`config.mk`:
```
export PLATFORM = sky130hd
export DESIGN_NAME = vcdg_pipe
export DESIGN_NICKNAME = d
export VERILOG_FILES = /design/src/sv/vcdg_pkg.sv /design/src/sv/vcdg_pipe.sv
export SDC_FILE = /design/constraint.sdc
export NUM_CORES = 1
export LEC_CHECK = 0
export BUFFER_PORTS_ARGS = -buffer_cell sky130_fd_sc_hd__buf_2
export CAP_MARGIN = 0
export CORE_ASPECT_RATIO = 0.8
export CORE_UTILIZATION = 30
export CTS_BUF_LIST = sky130_fd_sc_hd__clkbuf_8 sky130_fd_sc_hd__clkbuf_16
export CTS_CLUSTER_SIZE = 14
export DETAILED_ROUTE_END_ITERATION = 10
export SLEW_MARGIN = 20
export SYNTH_ARGS = -nofsm -noshare
export SYNTH_HDL_FRONTEND = slang
export SYNTH_SLANG_ARGS = --single-unit
```
`constraint.sdc`:
```
create_clock -name clk -period 11.94 [get_ports clk]
set_input_delay 2.388 -clock clk [delete_from_list [all_inputs] [get_ports clk]]
set_output_delay 2.388 -clock clk [all_outputs]
set_load 0.05 [all_outputs]
```
`src/sv/vcdg_pkg.sv`:
```
// Shared types and constants for the volume central-difference gradient block.
package vcdg_pkg;

  localparam int CFG_INDEX_W = 2;
  localparam int CFG_DATA_W  = 11;

  // Configuration register indexes.
  localparam logic [CFG_INDEX_W-1:0] REG_SIZE_I = 2'd0;
  localparam logic [CFG_INDEX_W-1:0] REG_SIZE_J = 2'd1;
  localparam logic [CFG_INDEX_W-1:0] REG_SIZE_K = 2'd2;

  localparam logic [8:0]  SIZE_I_RESET = 9'd256;
  localparam logic [8:0]  SIZE_J_RESET = 9'd256;
  localparam logic [10:0] SIZE_K_RESET = 11'd1024;

  // Per-result side data that travels with the ring reads.
  typedef struct packed {
    logic [7:0] pos_i;
    logic [7:0] pos_j;
    logic [9:0] pos_k;
    logic       last;
    logic [7:0] voxel;
  } tag_t;

endpackage

```
`src/sv/vcdg_pipe.sv`:
```
// Difference and magnitude pipeline with per-stage flow control and result register.
module vcdg_pipe (
  input  logic                clk,
  input  logic                rst,
  input  logic                accept,
  input  logic                hit,
  input  vcdg_pkg::tag_t      tag,
  input  logic [7:0]          d_ip,
  input  logic [7:0]          d_im,
  input  logic [7:0]          d_jp,
  input  logic [7:0]          d_jm,
  input  logic [7:0]          d_kc,
  output logic                in_stall,
  output logic                out_valid,
  input  logic                out_stall,
  output logic [7:0]          pos_i,
  output logic [7:0]          pos_j,
  output logic [9:0]          pos_k,
  output logic signed [8:0]   grad_along_i,
  output logic signed [8:0]   grad_along_j,
  output logic signed [8:0]   grad_along_k,
  output logic [17:0]         mag_squared,
  output logic                final_voxel
);

  logic                v1;
  logic                v2;
  logic                en1, en2, en3;
  vcdg_pkg::tag_t      tag1;
  vcdg_pkg::tag_t      tag2;
  logic signed [8:0]   gi_next, gj_next, gk_next;
  logic signed [8:0]   gi2, gj2, gk2;
  logic signed [17:0]  prod_i, prod_j, prod_k;
  logic [17:0]         mag_next;

  // Each stage moves when the one after it is empty or moving.
  assign en3      = !out_valid || !out_stall;
  assign en2      = !v2 || en3;
  assign en1      = !v1 || en2;
  assign in_stall = !en1;

  assign gi_next = $signed({1'b0, d_ip}) - $signed({1'b0, d_im});
  assign gj_next = $signed({1'b0, d_jp}) - $signed({1'b0, d_jm});
  assign gk_next = $signed({1'b0, tag1.voxel}) - $signed({1'b0, d_kc});

  assign prod_i   = gi2 * gi2;
  assign prod_j   = gj2 * gj2;
  assign prod_k   = gk2 * gk2;
  assign mag_next = $unsigned(prod_i) + $unsigned(prod_j) + $unsigned(prod_k);

  always_ff @(posedge clk) begin
    if (rst) begin
      v1        <= 1'b0;
      v2        <= 1'b0;
      out_valid <= 1'b0;
    end else begin
      if (en1) begin
        v1 <= accept && hit;
      end
      if (en2) begin
        v2 <= v1;
      end
      if (en3) begin
        out_valid <= v2;
      end
    end
  end

  always_ff @(posedge clk) begin
    if (accept && hit) begin
      tag1 <= tag;
    end
    if (en2 && v1) begin
      tag2 <= tag1;
      gi2  <= gi_next;
      gj2  <= gj_next;
      gk2  <= gk_next;
    end
    if (en3 && v2) begin
      pos_i        <= tag2.pos_i;
      pos_j        <= tag2.pos_j;
      pos_k        <= tag2.pos_k;
      final_voxel  <= tag2.last;
      grad_along_i <= gi2;
      grad_along_j <= gj2;
      grad_along_k <= gk2;
      mag_squared  <= mag_next;
    end
  end

  a_stall_only_when_full: assert property (@(posedge clk) disable iff (rst)
    in_stall |-> (v1 && v2 && out_valid))
    else $error("input stalled while the pipeline has room");

  a_mag_matches: assert property (@(posedge clk) disable iff (rst)
    out_valid |-> (int'(mag_squared) ==
      int'(grad_along_i) * int'(grad_along_i) + int'(grad_along_j) * int'(grad_along_j) +
      int'(grad_along_k) * int'(grad_along_k)))
    else $error("magnitude does not match the presented differences");

  a_next_result_follows: assert property (@(posedge clk) disable iff (rst)
    (out_valid && !out_stall && v2) |=> out_valid)
    else $error("waiting result was not moved into the output register");

endmodule

```
[Yosys cells after proc, flatten, opt, wreduce, memory -nomap -nowiden]
Index checks and enable logic that the tools add are counted.
Cells by class
  multipliers: 3
  $add $sub $neg: 5
  reductions and logical operators: 11
Operators by type and width (number)
  9-bit by 9-bit multiplier with 18-bit output: 3
  18-bit adder: 2
  8-bit by 8-bit subtractor with 9-bit output: 3
  1-bit logical NOT: 5
  1-bit logical AND: 3
  1-bit logical OR: 3
Storage, ports and cells
  input bits: 80
  word-level logic and storage cells: 42
  register bits after elaboration: 164

[Longest topological paths before layout]
  word-level depth: 5
  gate-level depth with buffers: 26

[Worst setup path after synthesis]
OpenSTA, ideal clock, no wires.
  kind: input-to-reg
  from: input out_stall
  to: register final_voxel (enable)
  stages on the path: 1
  setup time: 0.611 ns
  path slack: 3.699 ns
  path buffers: 0
  required time: 11.329 ns
  arrival: 7.630 ns
  cells stage by stage: a21boi_0
Between the ends
  longest elaborated chain between the ends: 3
Ends and longest elaborated chain
  start, declared: line vcdg_pipe.sv:15  | input logic out_stall,
  1-bit logical NOT: line vcdg_pipe.sv:37  | assign en3 = !out_valid || !out_stall;
  1-bit logical OR: line vcdg_pipe.sv:37
  1-bit logical AND: line vcdg_pipe.sv:79  | if (en3 && v2) begin
  end signal, assigned: line vcdg_pipe.sv:83  | final_voxel <= tag2.last;
  end, declared: line vcdg_pipe.sv:23  | output logic final_voxel
Every way passes these cells.
A chain may end at the register's enable or synchronous reset.

[Worst setup path in the final report]
  from: register gj2[8]
  to: register mag_squared[17], data pin
Between the ends
  longest elaborated chain between the ends: 3
Ends and longest elaborated chain
  start, declared: line vcdg_pipe.sv:32  | logic signed [8:0] gi2, gj2, gk2;
  start signal, assigned: line vcdg_pipe.sv:76  | gj2 <= gj_next;
  9-bit by 9-bit multiplier with 18-bit output: line vcdg_pipe.sv:47  | assign prod_j = gj2 * gj2;
  18-bit adder (2 in series): line vcdg_pipe.sv:49  | assign mag_next = $unsigned(prod_i) + $unsigned(prod_j) + $unsigned(prod_k);
  via mag_next[17]: line vcdg_pipe.sv:34  | logic [17:0] mag_next;
  end signal, assigned: line vcdg_pipe.sv:87  | mag_squared <= mag_next;
  end, declared: line vcdg_pipe.sv:22  | output logic [17:0] mag_squared,
The timed path passes the listed nets, and every way through them passes these cells.

==> impl_results.md <==
* Crit end category: flop
* Post-synthesis mux area share at 0.210%
* Post-synthesis xor/xnor area fraction at 3.99%
* RSZ-0062 raised after global routing: false
* Max FO, Critical Path at 18
* Vias per std cell at 4.18
* Diode count at 0
* Clock latency on the worst-skew pair at 0.46 ns
* Final setup violating endpoints at 0
* Final nets at 1770
* Root buf cell: clkbuf_16
* Mean Syn Cell Area at 12.1 um^2
* Slew Viols, Final at 0
* DR iter-0 viols at 372
* Share of cells above drive strength 1 at 14.7%
* FF/Latch Area at 4890 um^2
* Hold path start: tag1[22]
* CTS buffer count at 17
* Worst Tran Pin Value at 0.923 ns
* Combinational family with the most area after synthesis: adder cells
* DP HPWL at 25.2 mm
* Compound-Gate Fraction of Synth Area at 3.01%
* Synth unique cells at 34
* WHS Endpoint: tag2[22]
* Via count at 8258
* Crit-path cells: nand2_1 > fa_1 > fa_1 > fa_1 > fa_1 > fa_1 > fa_1 > fa_1 > fa_1 > inv_1 > ha_1 > o21a_1 > o21ai_0 > a21oi_2 > nor2_1 > o31ai_1 > xnor2_1
* Site Rows at 71
* Initial core utilization at 30.4%
* Initial antenna violation count at 0
* Placed cell area at 15800 um^2
* Internal reg-to-reg setup slack at 5.12 ns
* Max incr delay on CP at 0.79 ns
* Wire length per cell at 15.4 um
* Routability Congestion at 0.841
* Crit share post-route at 57.2%
* Area grow syn2layout at 15.1%
* Mapped Area at 14300 um^2
* Post-Layout Inst Area at 16400 um^2
* Cts repair resizes at 0
* Reg2Reg Depth at 17
* Chip Height at 197 um
* Final WS setup at 5.12 ns
* CTS H-tree lvls at 4
* Multi-input gate area at 8090 um^2
* Die area at 48500 um^2
* Die Wd at 246 um
* Slew HR at 38.5%
* Total routed wirelength at 30.5 mm
* Worst setup SP type: flop
* Synth Area in Simple Gates at 6.63%
* Post-route ant nets at 0
* Cells after Synth at 1185
* Final Hold Fails at 0
* Fmax achieved at 147 MHz
* Reg2reg end: mag_squared[17]
* Final clock skew at 0.0196 ns
* Total gr overflow at 0
* Syn Nets at 1612
* Total negative slack at 0 ns
* Setup CP Type: reg -> reg
* CTS max path bufs at 2
* Hold buffer count at cts at 0
* CP Data Arrival Time at 7.02 ns
* Buffers on Ports at 153
* Post-synthesis adder-cell area fraction at 42.7%
* Core box area at 47000 um^2
* Status: completed
* DR DRC count at 0
* RR Startpoint: gj2[8]
* CTS Sinks at 164
* CP max stage cell: edfxtp_1
* CTS tree: yes
* Drt pass-1 iters at 5
* Hold Path Depth at 0
* Pre-CTS setup slack at 5.11 ns
* # Post-CTS Setup Buffers at 0
* Ports at 154
* Crit path time final at 6.82 ns
* Syn. warnings at 0
* Gr usage total at 13.3%
* CP most frequent cell: fa_1
* Filler cells at 4608
* Maximum number of pins on one net before global-route repair at 61
* #FFs+latches synth at 164
* First-pass GRT wire length at 49.6 mm
* Class of the most critical hold timing path: reg -> reg
* Register area share after synthesis at 34.3%
* Max Cap Viol at 0
* Worst-path clk slew at 0.08 ns
* WP data required at 12.14 ns
* Vias in the first global route at 9101
-- worst max-delay path by stage --
stage	startpoint	to	slack [ns]	cells past startpoint
after floorplan	out_stall	final_voxel	3.70	1
after global routing	gi2[8]	mag_squared[17]	4.74	19
after global placement	gi2[0]	mag_squared[17]	5.23	19
after detailed placement	gj2[8]	mag_squared[17]	5.11	17
final	gj2[8]	mag_squared[17]	5.12	17
after CTS	gj2[8]	mag_squared[17]	5.09	17
-- Yosys cell counts, drive strengths merged --
master	number	area share (%)
o21a	2	0.11
a21oi	27	1.0
dfxtp	3	0.42
a31o	2	0.12
nand2b	19	0.88
a211o	1	0.061
and3	2	0.088
nor2	16	0.42
a21boi	4	0.21
o21bai	1	0.053
mux2i	3	0.21
o21ai	16	0.56
nand2	75	2.0
xor2	21	1.3
and2	48	2.1
nor2b	21	0.92
o31ai	1	0.053
ha	113	9.9
inv	333	8.8
clkbuf	17	0.45
nor3	2	0.070
fa	234	33
a31oi	2	0.13
nand3	4	0.18
edfxtp	161	34
xnor2	44	2.7
a21o	13	0.69
-- final cells by class --
class                           count  share of cell area (%)
Clock buffer                       17                    2.59
Clock inverter                     15                    1.29
Inverter                          333                    7.60
Multi-Input combinational cell    671                    49.2
Sequential cell                   164                    29.8
Tap cell                          620                    4.72
Timing Repair Buffer              156                    4.79
-- sequential cells by signal, indices dropped and copies added (netlist names), 8 cells and up --
name and count:
pos_k 10, tag2 27, pos_j 8, gj2 9
gk2 9, grad_along_k 9, grad_along_j 9, mag_squared 18
grad_along_i 9, gi2 9, pos_i 8, tag1 35
-- critical path, delay by kind of cell (launching register included) --
kind | cells | cell delay [ns]
AND/OR/NAND/NOR | 2 | 0.38
AO/OA/AOI/OAI | 4 | 0.86
adder cells (fa/ha/maj) | 9 | 4.36
XOR/XNOR | 1 | 0.13
flip-flops | 1 | 0.79
buffers and inverters | 1 | 0.04
-- placed cells by master (no fill, tap or decap), drive strengths merged --
| cell type | synthesis | final |
|---|---|---|
| o21bai | 1 | 1 |
| buf | 0 | 156 |
| o31ai | 1 | 1 |
| inv | 333 | 340 |
| o21ai | 16 | 16 |
| a21o | 13 | 13 |
| and3 | 2 | 2 |
| and2 | 48 | 48 |
| clkbuf | 17 | 17 |
| edfxtp | 161 | 161 |
| a211o | 1 | 1 |
| dfxtp | 3 | 3 |
| fa | 234 | 234 |
| nor2b | 21 | 21 |
| o21a | 2 | 2 |
| nand2b | 19 | 19 |
| nor3 | 2 | 2 |
| clkinv | 0 | 6 |
| a31o | 2 | 2 |
| a21boi | 4 | 4 |
| ha | 113 | 113 |
| xor2 | 21 | 21 |
| nand3 | 4 | 4 |
| bufinv | 0 | 2 |
| a21oi | 27 | 27 |
| xnor2 | 44 | 44 |
| a31oi | 2 | 2 |
| mux2i | 3 | 3 |
| nand2 | 75 | 75 |
| nor2 | 16 | 16 |
-- stage by stage --
step | util (%) | hold WS [ns] | cells
global placement | 33.6 | 0.401 | 1944
floorplan | - | 0.400 | 1185
finish | 35.0 | 0.418 | 1976
detailed placement | 33.6 | 0.405 | 1944
CTS | 35.0 | 0.421 | 1976
global route | 35.0 | 0.423 | 1976
-- cells by family (layout without fill, tap and decap cells) --
| logic type | Yosys count | count (layout) |
|---|---|---|
| buffers and inverters | 350 | 521 |
| adders and majority gates | 347 | 347 |
| and+or+nand+nor | 187 | 187 |
| DFF | 164 | 164 |
| AOI/OAI and AO/OA | 69 | 69 |
| xor gates and xnor gates | 65 | 65 |
| muxes | 3 | 3 |
-- metal layers --
layer,vias to the layer above,wire length (um),global-route usage (%)
li1,3912,-,-
met1,4155,15000,18.7
met2,168,13800,21.1
met3,23,1320,2.50
met4,0,362,3.50
met5,-,0,0
Power is not shown: default switching activity piles up to over one toggle a cycle in this logic, so the estimate is an artifact.
