### config.mk
export PLATFORM = sky130hd
export DESIGN_NAME = vcdg_scan
export DESIGN_NICKNAME = d
export VERILOG_FILES = /design/src/sv/vcdg_pkg.sv /design/src/sv/vcdg_scan.sv
export SDC_FILE = /design/constraint.sdc
export NUM_CORES = 1
export LEC_CHECK = 0
export BUFFER_PORTS_ARGS = -buffer_cell sky130_fd_sc_hd__buf_2
export CORE_UTILIZATION = 59
export CTS_BUF_LIST = sky130_fd_sc_hd__clkbuf_8
export CTS_CLUSTER_SIZE = 12
export DETAILED_ROUTE_END_ITERATION = 10
export PLACE_DENSITY = 0.95
export SYNTH_ARGS = -nofsm -noshare
export SYNTH_HDL_FRONTEND = slang
export SYNTH_SLANG_ARGS = --single-unit
export TNS_END_PERCENT = 10
### constraint.sdc
create_clock -name clk -period 5.81 [get_ports clk]
set_input_delay 0 -clock clk [delete_from_list [all_inputs] [get_ports clk]]
set_output_delay 0 -clock clk [all_outputs]
set_load 0.03 [all_outputs]
### src/sv/vcdg_pkg.sv
// Shared types and constants for the volume central-difference gradient block.
package vcdg_pkg;

  localparam int CFG_INDEX_W = 2;
  localparam int CFG_DATA_W  = 11;

  // Configuration register indexes.
  localparam logic [CFG_INDEX_W-1:0] REG_SIZE_I = 2'd0;
  localparam logic [CFG_INDEX_W-1:0] REG_SIZE_J = 2'd1;
  localparam logic [CFG_INDEX_W-1:0] REG_SIZE_K = 2'd2;

  localparam logic [8:0]  SIZE_I_RESET = 9'd256;
  localparam logic [8:0]  SIZE_J_RESET = 9'd256;
  localparam logic [10:0] SIZE_K_RESET = 11'd1024;

  // Per-result side data that travels with the ring reads.
  typedef struct packed {
    logic [7:0] pos_i;
    logic [7:0] pos_j;
    logic [9:0] pos_k;
    logic       last;
    logic [7:0] voxel;
  } tag_t;

endpackage

### src/sv/vcdg_scan.sv
// Size registers, raster counters, interior test and ring addressing.
module vcdg_scan #(
  parameter int MAX_SIZE_I = 256,
  parameter int MAX_SIZE_J = 256,
  parameter int MAX_SIZE_K = 1024,
  parameter int AW         = 17
) (
  input  logic                               clk,
  input  logic                               rst,
  input  logic                               cfg_valid,
  input  logic [vcdg_pkg::CFG_INDEX_W-1:0]   cfg_index,
  input  logic [vcdg_pkg::CFG_DATA_W-1:0]    cfg_data,
  output logic                               cfg_ready,
  input  logic                               accept,
  input  logic [7:0]                         voxel,
  output logic                               hit,
  output vcdg_pkg::tag_t                     tag,
  output logic [AW-1:0]                      wr_addr,
  output logic [AW-1:0]                      rd_addr_ip,
  output logic [AW-1:0]                      rd_addr_im,
  output logic [AW-1:0]                      rd_addr_jp,
  output logic [AW-1:0]                      rd_addr_jm,
  output logic [AW-1:0]                      rd_addr_kc
);

  localparam int IW_I  = $clog2(MAX_SIZE_I);
  localparam int IW_J  = $clog2(MAX_SIZE_J);
  localparam int IW_K  = $clog2(MAX_SIZE_K);
  localparam int EW_I  = $clog2(MAX_SIZE_I + 1);
  localparam int EW_J  = $clog2(MAX_SIZE_J + 1);
  localparam int EW_K  = $clog2(MAX_SIZE_K + 1);
  localparam int PLANE = MAX_SIZE_I * MAX_SIZE_J;

  logic [8:0]       size_i;
  logic [8:0]       size_j;
  logic [10:0]      size_k;
  logic [IW_I-1:0]  ci, ci_next;
  logic [IW_J-1:0]  cj, cj_next;
  logic [IW_K-1:0]  ck, ck_next;
  logic [EW_I-1:0]  ei;
  logic [EW_J-1:0]  ej;
  logic [EW_K-1:0]  ek;
  logic             big;
  logic             last;
  logic             mid;

  function automatic logic [AW-1:0] ring_addr(input logic plane, input int i, input int j);
    int flat;
    flat = (plane ? PLANE : 0) + j * MAX_SIZE_I + i;
    return AW'(flat);
  endfunction

  assign cfg_ready = 1'b1;

  always_ff @(posedge clk) begin
    if (rst) begin
      size_i <= vcdg_pkg::SIZE_I_RESET;
      size_j <= vcdg_pkg::SIZE_J_RESET;
      size_k <= vcdg_pkg::SIZE_K_RESET;
    end else if (cfg_valid && cfg_ready) begin
      case (cfg_index)
        vcdg_pkg::REG_SIZE_I: size_i <= cfg_data[8:0];
        vcdg_pkg::REG_SIZE_J: size_j <= cfg_data[8:0];
        vcdg_pkg::REG_SIZE_K: size_k <= cfg_data;
        default: ;
      endcase
    end
  end

  // A size above the maximum acts as the maximum; zero counts as one.
  always_comb begin
    if (int'(size_i) > MAX_SIZE_I) ei = EW_I'(MAX_SIZE_I);
    else if (size_i == '0)         ei = EW_I'(1);
    else                           ei = EW_I'(size_i);
    if (int'(size_j) > MAX_SIZE_J) ej = EW_J'(MAX_SIZE_J);
    else if (size_j == '0)         ej = EW_J'(1);
    else                           ej = EW_J'(size_j);
    if (int'(size_k) > MAX_SIZE_K) ek = EW_K'(MAX_SIZE_K);
    else if (size_k == '0)         ek = EW_K'(1);
    else                           ek = EW_K'(size_k);
  end

  always_comb begin
    big  = (size_i > 9'd2) && (size_j > 9'd2) && (size_k > 11'd2);
    hit  = big && (int'(ck) >= 2) && (int'(ck) < int'(ek)) &&
           (int'(ci) >= 1) && (int'(ci) + 2 <= int'(ei)) &&
           (int'(cj) >= 1) && (int'(cj) + 2 <= int'(ej));
    last = (int'(ci) + 2 == int'(ei)) && (int'(cj) + 2 == int'(ej)) &&
           (int'(ck) + 1 == int'(ek));
  end

  always_comb begin
    ci_next = ci + IW_I'(1);
    cj_next = cj;
    ck_next = ck;
    if (int'(ci) + 1 >= int'(ei)) begin
      ci_next = '0;
      cj_next = cj + IW_J'(1);
      if (int'(cj) + 1 >= int'(ej)) begin
        cj_next = '0;
        ck_next = ck + IW_K'(1);
        if (int'(ck) + 1 >= int'(ek)) begin
          ck_next = '0;
        end
      end
    end
  end

  always_ff @(posedge clk) begin
    if (rst) begin
      ci <= '0;
      cj <= '0;
      ck <= '0;
    end else if (accept) begin
      ci <= ci_next;
      cj <= cj_next;
      ck <= ck_next;
    end
  end

  // The plane slot of k-2 is read for the k difference and then overwritten with plane k.
  assign mid        = ~ck[0];
  assign wr_addr    = ring_addr(ck[0], int'(ci), int'(cj));
  assign rd_addr_kc = ring_addr(ck[0], int'(ci), int'(cj));
  assign rd_addr_ip = ring_addr(mid, int'(ci) + 1, int'(cj));
  assign rd_addr_im = ring_addr(mid, int'(ci) - 1, int'(cj));
  assign rd_addr_jp = ring_addr(mid, int'(ci), int'(cj) + 1);
  assign rd_addr_jm = ring_addr(mid, int'(ci), int'(cj) - 1);

  always_comb begin
    tag.pos_i = 8'(ci);
    tag.pos_j = 8'(cj);
    tag.pos_k = 10'(ck - IW_K'(1));
    tag.last  = last;
    tag.voxel = voxel;
  end

endmodule

-- Yosys cells after proc, flatten, opt, wreduce, memory -nomap -nowiden
Index checks and enable logic that the tools add are counted.
- register bits: 55
- logic and storage cells: 76
- $add $sub $neg: 20
- order comparisons: 15
- equal/unequal tests: 5
- muxes and demuxes: 11
- reduce and logical (&&, ||, !) cells: 19
- operator list (operator ; number):
    32-bit by 10-bit >= comparator with 1-bit output ; 2
    32-bit by 10-bit <= comparator with 1-bit output ; 2
    17-bit by 9-bit adder with 17-bit output ; 3
    9-bit two-way mux ; 4
    17-bit by 16-bit adder with 17-bit output ; 2
    17-bit adder ; 2
    17-bit two-way mux ; 2
    32-bit by 12-bit equality test with 1-bit output ; 1
    11-bit two-way mux ; 2
    8-bit by 1-bit adder with 9-bit output (second input constant) ; 2
    8-bit by 2-bit adder with 9-bit output (second input constant) ; 2
    9-bit equality test ; 2
    9-bit by 2-bit greater-than comparator with 1-bit output (second input constant) ; 2
    9-bit greater-than comparator (second input constant) ; 2
    9-bit logical NOT ; 2
    8-bit by 1-bit subtractor with 9-bit output (second input constant) ; 2
    17-bit by 10-bit adder with 17-bit output ; 1
    17-bit by 8-bit adder with 17-bit output ; 1
    8-bit by 1-bit adder with 8-bit output (second input constant) ; 2
    8-bit by 1-bit >= comparator with 1-bit output (second input constant) ; 2
    8-bit two-way mux ; 2
    10-bit by 1-bit adder with 11-bit output (second input constant) ; 1
    11-bit >= comparator ; 1
    11-bit greater-than comparator (second input constant) ; 1
    other kinds (13) ; 25

-- Logic depth before layout (Yosys ltp)
Gate-level depths: netlist (run 1).
- depth after elaboration: 9
- gate-level depth with buffers: 14

-- Worst setup path before layout (run 1)
No wires, ideal clock.
- path kind: reg-to-reg
- start point: register cj[1]
- end point: register ck[6]
- arrival time: 3.603 ns
- data required time: 5.750 ns
- path slack: 2.147 ns
- stages on the path, launching flop included: 14
- cell sequence: dfxtp_1 ha_1 and3_1 and3_1 nand2_1 xnor2_1 ha_1 a21oi_1 nand3_1 a221oi_4 nor2_2 a21oi_2 buf_6 a221o_1
- longest elaborated chain between the ends: 3
- RTL lines (item ; line ; source):
    start, declared ; vcdg_scan.sv:38 ; logic [IW_J-1:0] cj, cj_next;
    start signal, assigned ; vcdg_scan.sv:116 ; cj <= cj_next;
    8-bit by 1-bit adder with 9-bit output ; vcdg_scan.sv:99 ; if (int'(cj) + 1 >= int'(ej)) begin
    32-bit by 10-bit >= comparator with 1-bit output ; vcdg_scan.sv:99 ;
    3-bit AND reduction (no line) ; n/a ;
    end signal, assigned ; vcdg_scan.sv:117 ; ck <= ck_next;
    end, declared ; vcdg_scan.sv:39 ; logic [IW_K-1:0] ck, ck_next;
Every way passes these cells.
A chain may end at the register's enable or synchronous reset.

-- Worst setup path in the final report (run 1)
- start point: register ci[0]
- end point: output rd_addr_im[16]
- longest elaborated chain between the ends: 2
- RTL lines (item ; line ; source):
    start, declared ; vcdg_scan.sv:37 ; logic [IW_I-1:0] ci, ci_next;
    start signal, assigned ; vcdg_scan.sv:115 ; ci <= ci_next;
    8-bit by 1-bit subtractor with 9-bit output ; vcdg_scan.sv:126 ; assign rd_addr_im = ring_addr(mid, int'(ci) - 1, int'(cj));
    17-bit by 9-bit adder with 17-bit output ; vcdg_scan.sv:49 ; flat = (plane ? PLANE : 0) + j * MAX_SIZE_I + i;
    end, declared ; vcdg_scan.sv:20 ; output logic [AW-1:0] rd_addr_im,
Every way passes these cells.

==> results of run 1 <==
[metrics by stage]
step,total power (W),instances,cell area [um2],hold slack [ps]
3_5_place_dp,0.000691,868,5830,0.222
6_report,0.000942,883,6020,0.0132
5_1_grt,0.000990,883,6020,0.0491
4_1_cts,0.000943,883,6020,0.222
3_3_place_gp,0.000685,868,5830,0.222
2_1_floorplan,0.000638,706,5570,132
[worst max-delay path: stages, from the launching register on]
cell and delay [ps]:
dfxtp_1 480, inv_1 210, ha_1 220, nand2_1 90, or3_1 480, inv_1 260, ha_1 220, inv_1 50
fa_1 400, nor2b_1 120, o21ai_0 90, a21boi_0 250, o21ai_0 160, a21oi_1 200, xnor2_1 140, buf_2 210
[where the power goes]
| group | internal [W] | total, W | switching (W) |
|---|---|---|---|
| clock network | 0.000126 | 0.000254 | 0.000128 |
| registers | 0.000386 | 0.000399 | 0.0000135 |
| logic | 0.0000961 | 0.000289 | 0.000193 |
| total | 0.000608 | 0.000942 | 0.000334 |
[kinds of logic after synthesis]
kind of cell,Yosys count,share of synthesized area [%]
AOI/OAI and AO/OA,90,11.1
xor gates and xnor gates,67,10.5
adders and majority gates,81,18.3
buffers and inverters,121,12.7
DFF,55,19.8
muxes,27,4.88
other,1,0.0674
and+or+nand+nor,264,22.5
[placed cells by master, fill, tap and decap left out, types with 3 or more instances in the layout]
master,count
dfxtp_1,55
and2_1,4
nand2_1,81
dlygate4sd3_1,8
or3_1,4
xor2_1,29
nand2b_1,9
nand4_1,11
nor3_1,11
nor2b_1,7
ha_1,80
and3_1,7
or2_2,6
buf_2,146
nor4_1,9
a221o_1,7
o21a_1,3
o21ai_1,5
nand3b_1,3
clkbuf_8,5
inv_1,25
nand3_1,28
o21ai_0,14
nor2_1,70
o211ai_1,4
xnor2_1,38
nor3b_1,6
mux2i_1,26
a211oi_1,7
a21oi_1,24
a21boi_0,3
[final cells by class]
type	count	area, um2
Clock inverter	2	37.5
Clock buffer	5	68.8
Tap cell	111	139
Multi-Input combinational cell	530	3760
Sequential cell	55	1100
Inverter	26	97.6
Timing Repair Buffer	154	811
Fill cell	754	3180
[synth_stat cells (3+ instances only)]
cell type / instances
o21ai_1: 5
and2_1: 4
and3_1: 7
nor4_1: 9
nand3b_1: 3
nor2_1: 70
nor3_1: 11
nand2_1: 81
buf_4: 62
or2_2: 6
xnor2_1: 38
dfxtp_1: 55
ha_1: 80
or3_1: 4
a21oi_1: 24
nor2b_1: 7
nand3_1: 28
nand2b_1: 9
a221o_1: 7
o21a_1: 3
nor3b_1: 7
o21ai_0: 14
nand4_1: 11
a21boi_0: 3
inv_1: 25
buf_2: 6
clkbuf_1: 23
xor2_1: 29
a211oi_1: 7
mux2i_1: 26
o211ai_1: 4
[final timing paths]
| path | end | slack (ps) | cells past startpoint | startpoint |
|---|---|---|---|---|
| max reg2reg | ck[5] | 1940 | 12 | ci[2] |
| min | tag[1] | 0.01 | 0 | voxel[1] |
| min reg2reg | size_i[2] | 530 | 2 | size_i[2] |
| max | rd_addr_im[16] | 1920 | 15 | ci[0] |
[metal layers]
layer,vias up,track usage (%),part of all wire (%)
met5,-,0,0
met1,2324,35.8,45
li1,2510,-,-
met2,220,44.9,45
met3,38,4.85,6.9
met4,0,13.2,3.2
[sequential cells by signal (all words and copies together), names as in the netlist]
| name | flops |
|---|---|
| ci | 8 |
| cj | 8 |
| ck | 10 |
| size_i | 9 |
| size_j | 9 |
| size_k | 11 |
==> impl_metrics.json, run 1 <==
{
  "status": "finished clean",
  "grt_use_total_pct": 27.7,
  "via_per_inst": 5.77,
  "synth_area_um2": 5570,
  "cts_resized": 0,
  "max_slew_margin_pct": 39.6,
  "drc_errors": 0,
  "antenna_found_initial": 0,
  "pre_cts_slack_ps": 2060,
  "layout-drive-gt1-share_pct": 21.4,
  "clock_path_buffers": 2,
  "setup_viol": 0,
  "max_freq_mhz": 257,
  "vias": 5092,
  "avgSynthCellArea_um2": 7.88,
  "cp_max_fo": 14,
  "timing.final.crit_share_pct": 66.9,
  "cts.sinks": 55,
  "fin_tns_setup_ps": 0,
  "io-pin-count": 164,
  "grt_max_degree": 38,
  "io_buffers": 146,
  "cts_root_buf": "clkbuf_8",
  "post_cts_buffers": 0,
  "gp_congestion": 0.898,
  "vdd_drop_max_uv": 141,
  "seq_area_frac_synth_pct": 19.8,
  "finClkSkew_ps": 11.8,
  "worst_slew_pin_slew_ps": 902,
  "nets": 878,
  "cts_tree": "built",
  "grt_pass1_wl_mm": 22.1,
  "criticalPathCategory": "flip-flop to output port",
  "async_flop_share_pct": 0,
  "maxSlewViolCount": 0,
  "area_delta_synth_final_pct": 8.07,
  "core-area_um2": 9200,
  "die-area_um2": 9830,
  "ctsHoldBuffers": 8,
  "yosysWarningCount": 0,
  "p_leak_nw": 3.09,
  "hpwl_mm": 10.5,
  "synth.top_cells.by_area": "dfxtp_1 (20%), ha_1 (18%), buf_4 (8.4%)",
  "hold_viol": 0,
  "wl_mm": 13.5,
  "synthDistinctLibCells": 60,
  "utilization_pct": 65.4,
  "firstDrtPassIters": 4,
  "cts_buffers": 5,
  "synth_edf_count": 0,
  "die_y_um": 99.1,
  "fin_ws_ps": 1920,
  "start_util_pct": 60.5,
  "powerDensity_nw_per_um2": 157,
  "syn_inst": 706,
  "min_period_ps": 3890,
  "synth_ff_type": "dfxtp_1",
  "postRouteAntennaNets": 0,
  "max-cap-violations": 0,
  "worstPathArrival_ps": 3890,
  "required_ps": 5810,
  "clk_latency_ps": 310,
  "initialDrtViolationCount": 183,
  "grt_pass1_vias": 4638,
  "hold_path.class": "input port to output port",
  "synth-seq-cells": 55,
  "clkTransAtPathRegs_ps": 110,
  "endpoint_kind": "output port",
  "diodes": 0,
  "yosysTopAreaCell": "dfxtp_1",
  "grt_setup_unrepaired": "no",
  "die-width_um": 99.1,
  "wl_per_cell_um": 15.3,
  "synth_top_area_share_pct": 19.8,
  "synth_fp_nets": 812,
  "overflow": 0,
  "htreeDepth": 2,
  "num_rows": 35,
  "start_kind": "flip-flop"
}
Note: power is estimated with default switching activity, not from simulation.
==> inputs of run 2 (changes only) <==
--- a/config.mk
+++ b/config.mk
@@ -6,11 +6,11 @@
 export NUM_CORES = 1
 export LEC_CHECK = 0
 export BUFFER_PORTS_ARGS = -buffer_cell sky130_fd_sc_hd__buf_2
-export CORE_UTILIZATION = 59
+export CORE_UTILIZATION = 49
 export CTS_BUF_LIST = sky130_fd_sc_hd__clkbuf_8
 export CTS_CLUSTER_SIZE = 12
 export DETAILED_ROUTE_END_ITERATION = 10
-export PLACE_DENSITY = 0.95
+export PLACE_DENSITY = 0.88
 export SYNTH_ARGS = -nofsm -noshare
 export SYNTH_HDL_FRONTEND = slang
 export SYNTH_SLANG_ARGS = --single-unit
==> constraint.sdc (replaced) <==
create_clock -name clk -period 3.4 [get_ports clk]
set_input_delay 0 -clock clk [delete_from_list [all_inputs] [get_ports clk]]
set_output_delay 0 -clock clk [all_outputs]
set_load 0.03 [all_outputs]
==> run 2 against run 1 <==
Routed wire length grew 8.9%; sequential share of layout area shrank 0.95 points; critical path depth shrank 3; first-iteration DRC count grew 140%; hold slack is essentially flat; sequential power grew 69%; critical endpoint is now rd_addr_im[15]; highest routed layer unchanged.
==> impl_metrics.json, run 2 (synthesized netlist as in run 1, its figures left out) <==
{
  "hold_path.class": "input port to output port",
  "die-area_um2": 11800,
  "cp_max_fo": 7,
  "largestRegisters": "size_k (11), ck (10)",
  "max_freq_mhz": 308,
  "io_buffers": 146,
  "grt_pass1_wl_mm": 23.2,
  "crit_path_start": "ci[7]",
  "clk_latency_ps": 320,
  "antenna_found_initial": 0,
  "reg2reg_depth": 13,
  "clkTransAtPathRegs_ps": 110,
  "crit_family": "simple AND/OR/NAND/NOR gates",
  "die-width_um": 109,
  "grt_setup_unrepaired": "no",
  "layout_commonest_cell": "buf_2",
  "vdd_drop_max_uv": 218,
  "cts_root_buf": "clkbuf_8",
  "grt_pass1_vias": 4789,
  "largest_reg_flops": 11,
  "max_slew_margin_pct": 49.3,
  "area_delta_synth_final_pct": 14.5,
  "wl_mm": 14.8,
  "firstDrtPassIters": 5,
  "grt_use_total_pct": 24.7,
  "clock_path_buffers": 2,
  "start_kind": "flip-flop",
  "initialDrtViolationCount": 432,
  "min_period_ps": 3240,
  "io-pin-count": 164,
  "ff_latch_area_um2": 1110,
  "grt_max_degree": 38,
  "worstPathArrival_ps": 3240,
  "cts_buffers": 5,
  "critPathCapture": "rd_addr_im[15]",
  "overflow": 0,
  "finClkSkew_ps": 8.03,
  "cp.depth": 12,
  "hold_viol": 0,
  "final_area_um2": 6370,
  "required_ps": 3400,
  "utilization_pct": 58.3,
  "rr_endpoint": "ck[5]",
  "criticalPathCategory": "flip-flop to output port",
  "cts.sinks": 55,
  "multi_input_area_um2": 3830,
  "dpl_cell_area_um2": 6130,
  "slowest_stage": "or3_4",
  "via_per_inst": 5.55,
  "status": "finished clean",
  "vias": 5250,
  "timing.final.crit_share_pct": 95.4,
  "fillCellCount": 984,
  "cts_tree": "built",
  "timing.critical_path.mode_cell": "buf_4",
  "worst_slew_pin_slew_ps": 761,
  "final_cell_mix": "buf_2 (144), nand2_1 (81), ha_1 (79)",
  "post_cts_buffers": 0,
  "core-area_um2": 10900,
  "num_rows": 38,
  "regMostFlops": "size_k",
  "power_w": 0.00159,
  "nets": 911,
  "p_leak_nw": 3.30,
  "postRouteAntennaNets": 0,
  "htreeDepth": 2,
  "powerDensity_nw_per_um2": 250,
  "drc_errors": 0,
  "maxSlewViolCount": 0,
  "diodes": 0,
  "crit_chain": "or3_1, or3_4, inv_1, buf_4, ha_1, a21o_1, a21oi_2, o21ai_1, or4_1, o311ai_1, xnor2_1, buf_4",
  "max-cap-violations": 0,
  "setup_viol": 0,
  "endpoint_kind": "output port",
  "r2r-start": "ci[2]",
  "layout-drive-gt1-share_pct": 26.2,
  "regToRegSetupSlack_ps": 190,
  "hpwl_mm": 11.5,
  "gp_congestion": 0.908,
  "wl_per_cell_um": 15.6,
  "slowest_delay_ps": 430,
  "start_util_pct": 50.9,
  "die_y_um": 109,
  "worst-path-buf-inv": 3
}
## run 2: area by class of cell
class | count | share of cell area [%]
clock inverters | 3 | 0.353
repair buffers | 187 | 16.8
flip-flops and latches | 55 | 17.4
multi-input cells | 530 | 60.2
clock buffers | 5 | 1.08
well taps | 140 | 2.75
inverters | 26 | 1.53
## run 2: report_power, final
part	internal, W	total, W	leakage, nW	switching, W
clock network	0.000148	0.000383	0.0485	0.000235
logic	0.000188	0.000534	2.81	0.000346
registers	0.000659	0.000676	0.447	0.0000170
total	0.000996	0.00159	3.30	0.000598
## run 2: metal layers
metal	global-route usage, %	vias to the layer above	wire [um]	part of all wire (%)
met1	33.1	2445	6740	46
met2	41.1	215	6750	46
met3	2.77	27	940	6.4
li1	-	2563	-	-
met4	7.92	0	328	2.2
met5	0	-	0	0
## run 2: worst register-to-register path, delay by kind of cell (launching register included)
kind,cells,cell delay [ps]
adders and majority gates,2,550
AOI/OAI and AO/OA,4,950
DFF,1,450
xor gates and xnor gates,1,210
buffers and inverters,1,170
and+or+nand+nor,5,780
## run 2: worst min path at each step
stage | startpoint | slack (ps) | cells after the start | endpoint
4_1_cts | voxel[0] | 0.2 | 0 | tag[0]
3_5_place_dp | voxel[0] | 0.2 | 0 | tag[0]
3_3_place_gp | voxel[0] | 0.2 | 0 | tag[0]
5_1_grt | voxel[1] | 0.05 | 0 | tag[1]
6_report | voxel[1] | 0.01 | 0 | tag[1]
2_1_floorplan | voxel[0] | 130 | 1 | tag[0]
## run 2: per-stage QoR
| stage | setup TNS (ps) | setup WS [ps] | instances | hold slack (ps) |
|---|---|---|---|---|
| after floorplan | -11.9 | -11.9 | 706 | 132 |
| after global placement | 0 | 242 | 928 | 0.205 |
| after detailed placement | 0 | 134 | 928 | 0.205 |
| after CTS | 0 | 27.6 | 946 | 0.205 |
| after global routing | 0 | 17.2 | 946 | 0.0478 |
| final | 0 | 156 | 946 | 0.0116 |
## run 2: timing repair
item | in CTS | in global routing
resized for setup | 6 | 10
pin swaps | 0 | 2
setup endpoints to repair | 3 | 17
hold buffers | 10 | 0
endpoints found under the hold margin | 22 | 0
==> inputs of run 3 (changes only) <==
--- a/config.mk
+++ b/config.mk
@@ -6,11 +6,10 @@
 export NUM_CORES = 1
 export LEC_CHECK = 0
 export BUFFER_PORTS_ARGS = -buffer_cell sky130_fd_sc_hd__buf_2
-export CORE_UTILIZATION = 49
-export CTS_BUF_LIST = sky130_fd_sc_hd__clkbuf_8
+export CORE_UTILIZATION = 48
 export CTS_CLUSTER_SIZE = 12
 export DETAILED_ROUTE_END_ITERATION = 10
-export PLACE_DENSITY = 0.88
+export PLACE_DENSITY = 0.87
 export SYNTH_ARGS = -nofsm -noshare
 export SYNTH_HDL_FRONTEND = slang
 export SYNTH_SLANG_ARGS = --single-unit
==> run 3 against run 2 <==
The run now ends with negative hold slack left; non-clock buffer count fell by 9; combinational power shrank 2%; sequential share of layout area grew 0.060 points; utilization decreased by 0.82 points; maximum frequency rose by 1.8%; hold slack about the same; critical path depth grew 3; cell count down 0.95%; via count hardly changed; largest power group unchanged.
==> impl_metrics.json, run 3 (synthesized netlist as in run 1, its figures left out) <==
{
  "status": "complete, but fails checks",
  "violations": "negative hold slack",
  "hpwl_mm": 11.5,
  "max_slew_margin_pct": 36.3,
  "regMostFlops": "size_k",
  "worst_hold_path.num_cells": 3,
  "die-width_um": 110,
  "post_cts_buffers": 0,
  "area_delta_synth_final_pct": 14.4,
  "grt_use_total_pct": 24.5,
  "multi_input_area_um2": 3830,
  "vias": 5255,
  "wl_mm": 14.8,
  "grt_max_degree": 31,
  "pwr-share-seq_pct": 37.6,
  "nets": 902,
  "layout_commonest_cell": "buf_2",
  "firstDrtPassIters": 7,
  "p_leak_nw": 3.29,
  "criticalPathCategory": "flip-flop to output port",
  "grt_pass1_vias": 4615,
  "diodes": 0,
  "cp_max_fo": 10,
  "grt_pass1_wl_mm": 22.9,
  "initialDrtViolationCount": 343,
  "finClkSkew_ps": 8.38,
  "vdd_drop_max_uv": 237,
  "endpoint_kind": "output port",
  "gp_congestion": 0.901,
  "io_buffers": 146,
  "slowest_stage": "or3_4",
  "clkPwrFrac_pct": 33.2,
  "dp.cells": 924,
  "fin_tns_setup_ps": 0,
  "io-pin-count": 164,
  "hold_path.class": "input port to flip-flop",
  "slowest_delay_ps": 420,
  "cts_tree": "built",
  "cts_buffers": 5,
  "clk_latency_ps": 300,
  "fin_cells": 937,
  "num_rows": 38,
  "min_period_ps": 3190,
  "final_cell_mix": "buf_2 (145), nand2_1 (81), ha_1 (79)",
  "layout-drive-gt1-share_pct": 26.3,
  "max-cap-violations": 0,
  "htreeDepth": 2,
  "required_ps": 3400,
  "timing.final.crit_share_pct": 93.7,
  "regToRegSetupSlack_ps": 260,
  "core-area_um2": 11100,
  "largestRegisters": "size_k (11), ck (10)",
  "ff_latch_area_um2": 1110,
  "reg2reg_depth": 13,
  "drc_errors": 0,
  "maxSlewViolCount": 0,
  "wl_per_cell_um": 15.8,
  "hold_viol": 1,
  "antenna_found_initial": 0,
  "worstPathArrival_ps": 3190,
  "setup_viol": 0,
  "power_w": 0.00180,
  "cts.sinks": 55,
  "p_int_w": 0.00119,
  "max_freq_mhz": 314,
  "utilization_pct": 57.5,
  "clkTransAtPathRegs_ps": 70,
  "grt_setup_unrepaired": "no",
  "overflow": 0,
  "sw_frac_of_total_pct": 33.9,
  "crit_chain": "inv_2, ha_2, nand2_1, or3_4, inv_1, ha_1, inv_1, fa_2, nor2b_1, o21ai_0, a21boi_1, o21ai_1, a21oi_1, xnor2_1, buf_4",
  "timing.critical_path.mode_cell": "inv_1",
  "comb_power_share_pct": 29.2,
  "start_kind": "flip-flop",
  "start_util_pct": 50.2,
  "powerDensity_nw_per_um2": 283,
  "die-area_um2": 12000,
  "fillCellCount": 966,
  "postRouteAntennaNets": 0,
  "clock_path_buffers": 2,
  "hold_ws_ps": -0.0470,
  "die_y_um": 110,
  "largest_reg_flops": 11,
  "worst_slew_pin_slew_ps": 952,
  "switching_power_w": 0.000611,
  "cts_root_buf": "clkbuf_16",
  "via_per_inst": 5.61
}
## run 3: changes by cell type in the layout (fill, tap and decap cells not counted), moves of 2 or more
cell,change
buf_4,-4
clkbuf_16,+5
clkbuf_8,-5
dfxtp_1,-2
dfxtp_2,+2
dlygate4sd3_1,-5
## run 3: final cells by class
class	count	area share, %
Clock buffer	5	1.97
Clock inverter	3	0.747
Inverter	26	1.53
Multi-Input combinational cell	530	60.1
Sequential cell	55	17.4
Tap cell	140	2.75
Timing Repair Buffer	178	15.5
## run 3: metrics by stage
step           hold WS (ps)  setup slack (ps)  cell area, um2
6_report            -0.0470               214            6370
5_1_grt              0.0435              5.22            6370
4_1_cts               0.205              7.73            6330
3_5_place_dp          0.205               133            6110
3_3_place_gp          0.205               282            6110
2_1_floorplan           132             -11.9            5610
## run 3: power by group through the flow
| stage | Combinational, W | Sequential, W | Clock (W) |
|---|---|---|---|
| floorplan | 0.000397 | 0.000696 | 0 |
| global placement | 0.000502 | 0.000690 | 0 |
| detailed placement | 0.000509 | 0.000691 | 0 |
| CTS | 0.000519 | 0.000676 | 0.000600 |
| global route | 0.000569 | 0.000679 | 0.000633 |
| finish | 0.000525 | 0.000677 | 0.000599 |
## run 3: repair_timing
item	CTS	global route
hold endpoints to repair	5	0
resized for setup	3	14
endpoints found under the setup margin	3	18
hold buffers	5	0
pin swaps	0	4
## run 3: worst paths after layout
check | from | endpoint
setup / recovery | ci[1] | rd_addr_im[16]
hold / removal | cfg_data[7] | size_k[7]
setup reg to reg | ci[2] | ck[0]
hold reg to reg | size_i[6] | size_i[6]
## run 3: critical path: cells and delay by family, from the launching register on
kind / cells / cell delay, ps
fa+ha+maj: 3 / 720
simple gates: 3 / 610
compound gates: 4 / 580
buf+inv: 4 / 470
flops: 1 / 370
xor+xnor: 1 / 140
## run 3: per-layer routing
| layer | part of all wire, % | global-route usage (%) | vias to the layer above | wire length [um] |
|---|---|---|---|---|
| li1 | - | - | 2548 | - |
| met1 | 45 | 32.9 | 2476 | 6730 |
| met2 | 47 | 41.5 | 212 | 6990 |
| met3 | 5.6 | 2.49 | 19 | 831 |
| met4 | 1.8 | 6.57 | 0 | 263 |
| met5 | 0 | 0 | - | 0 |
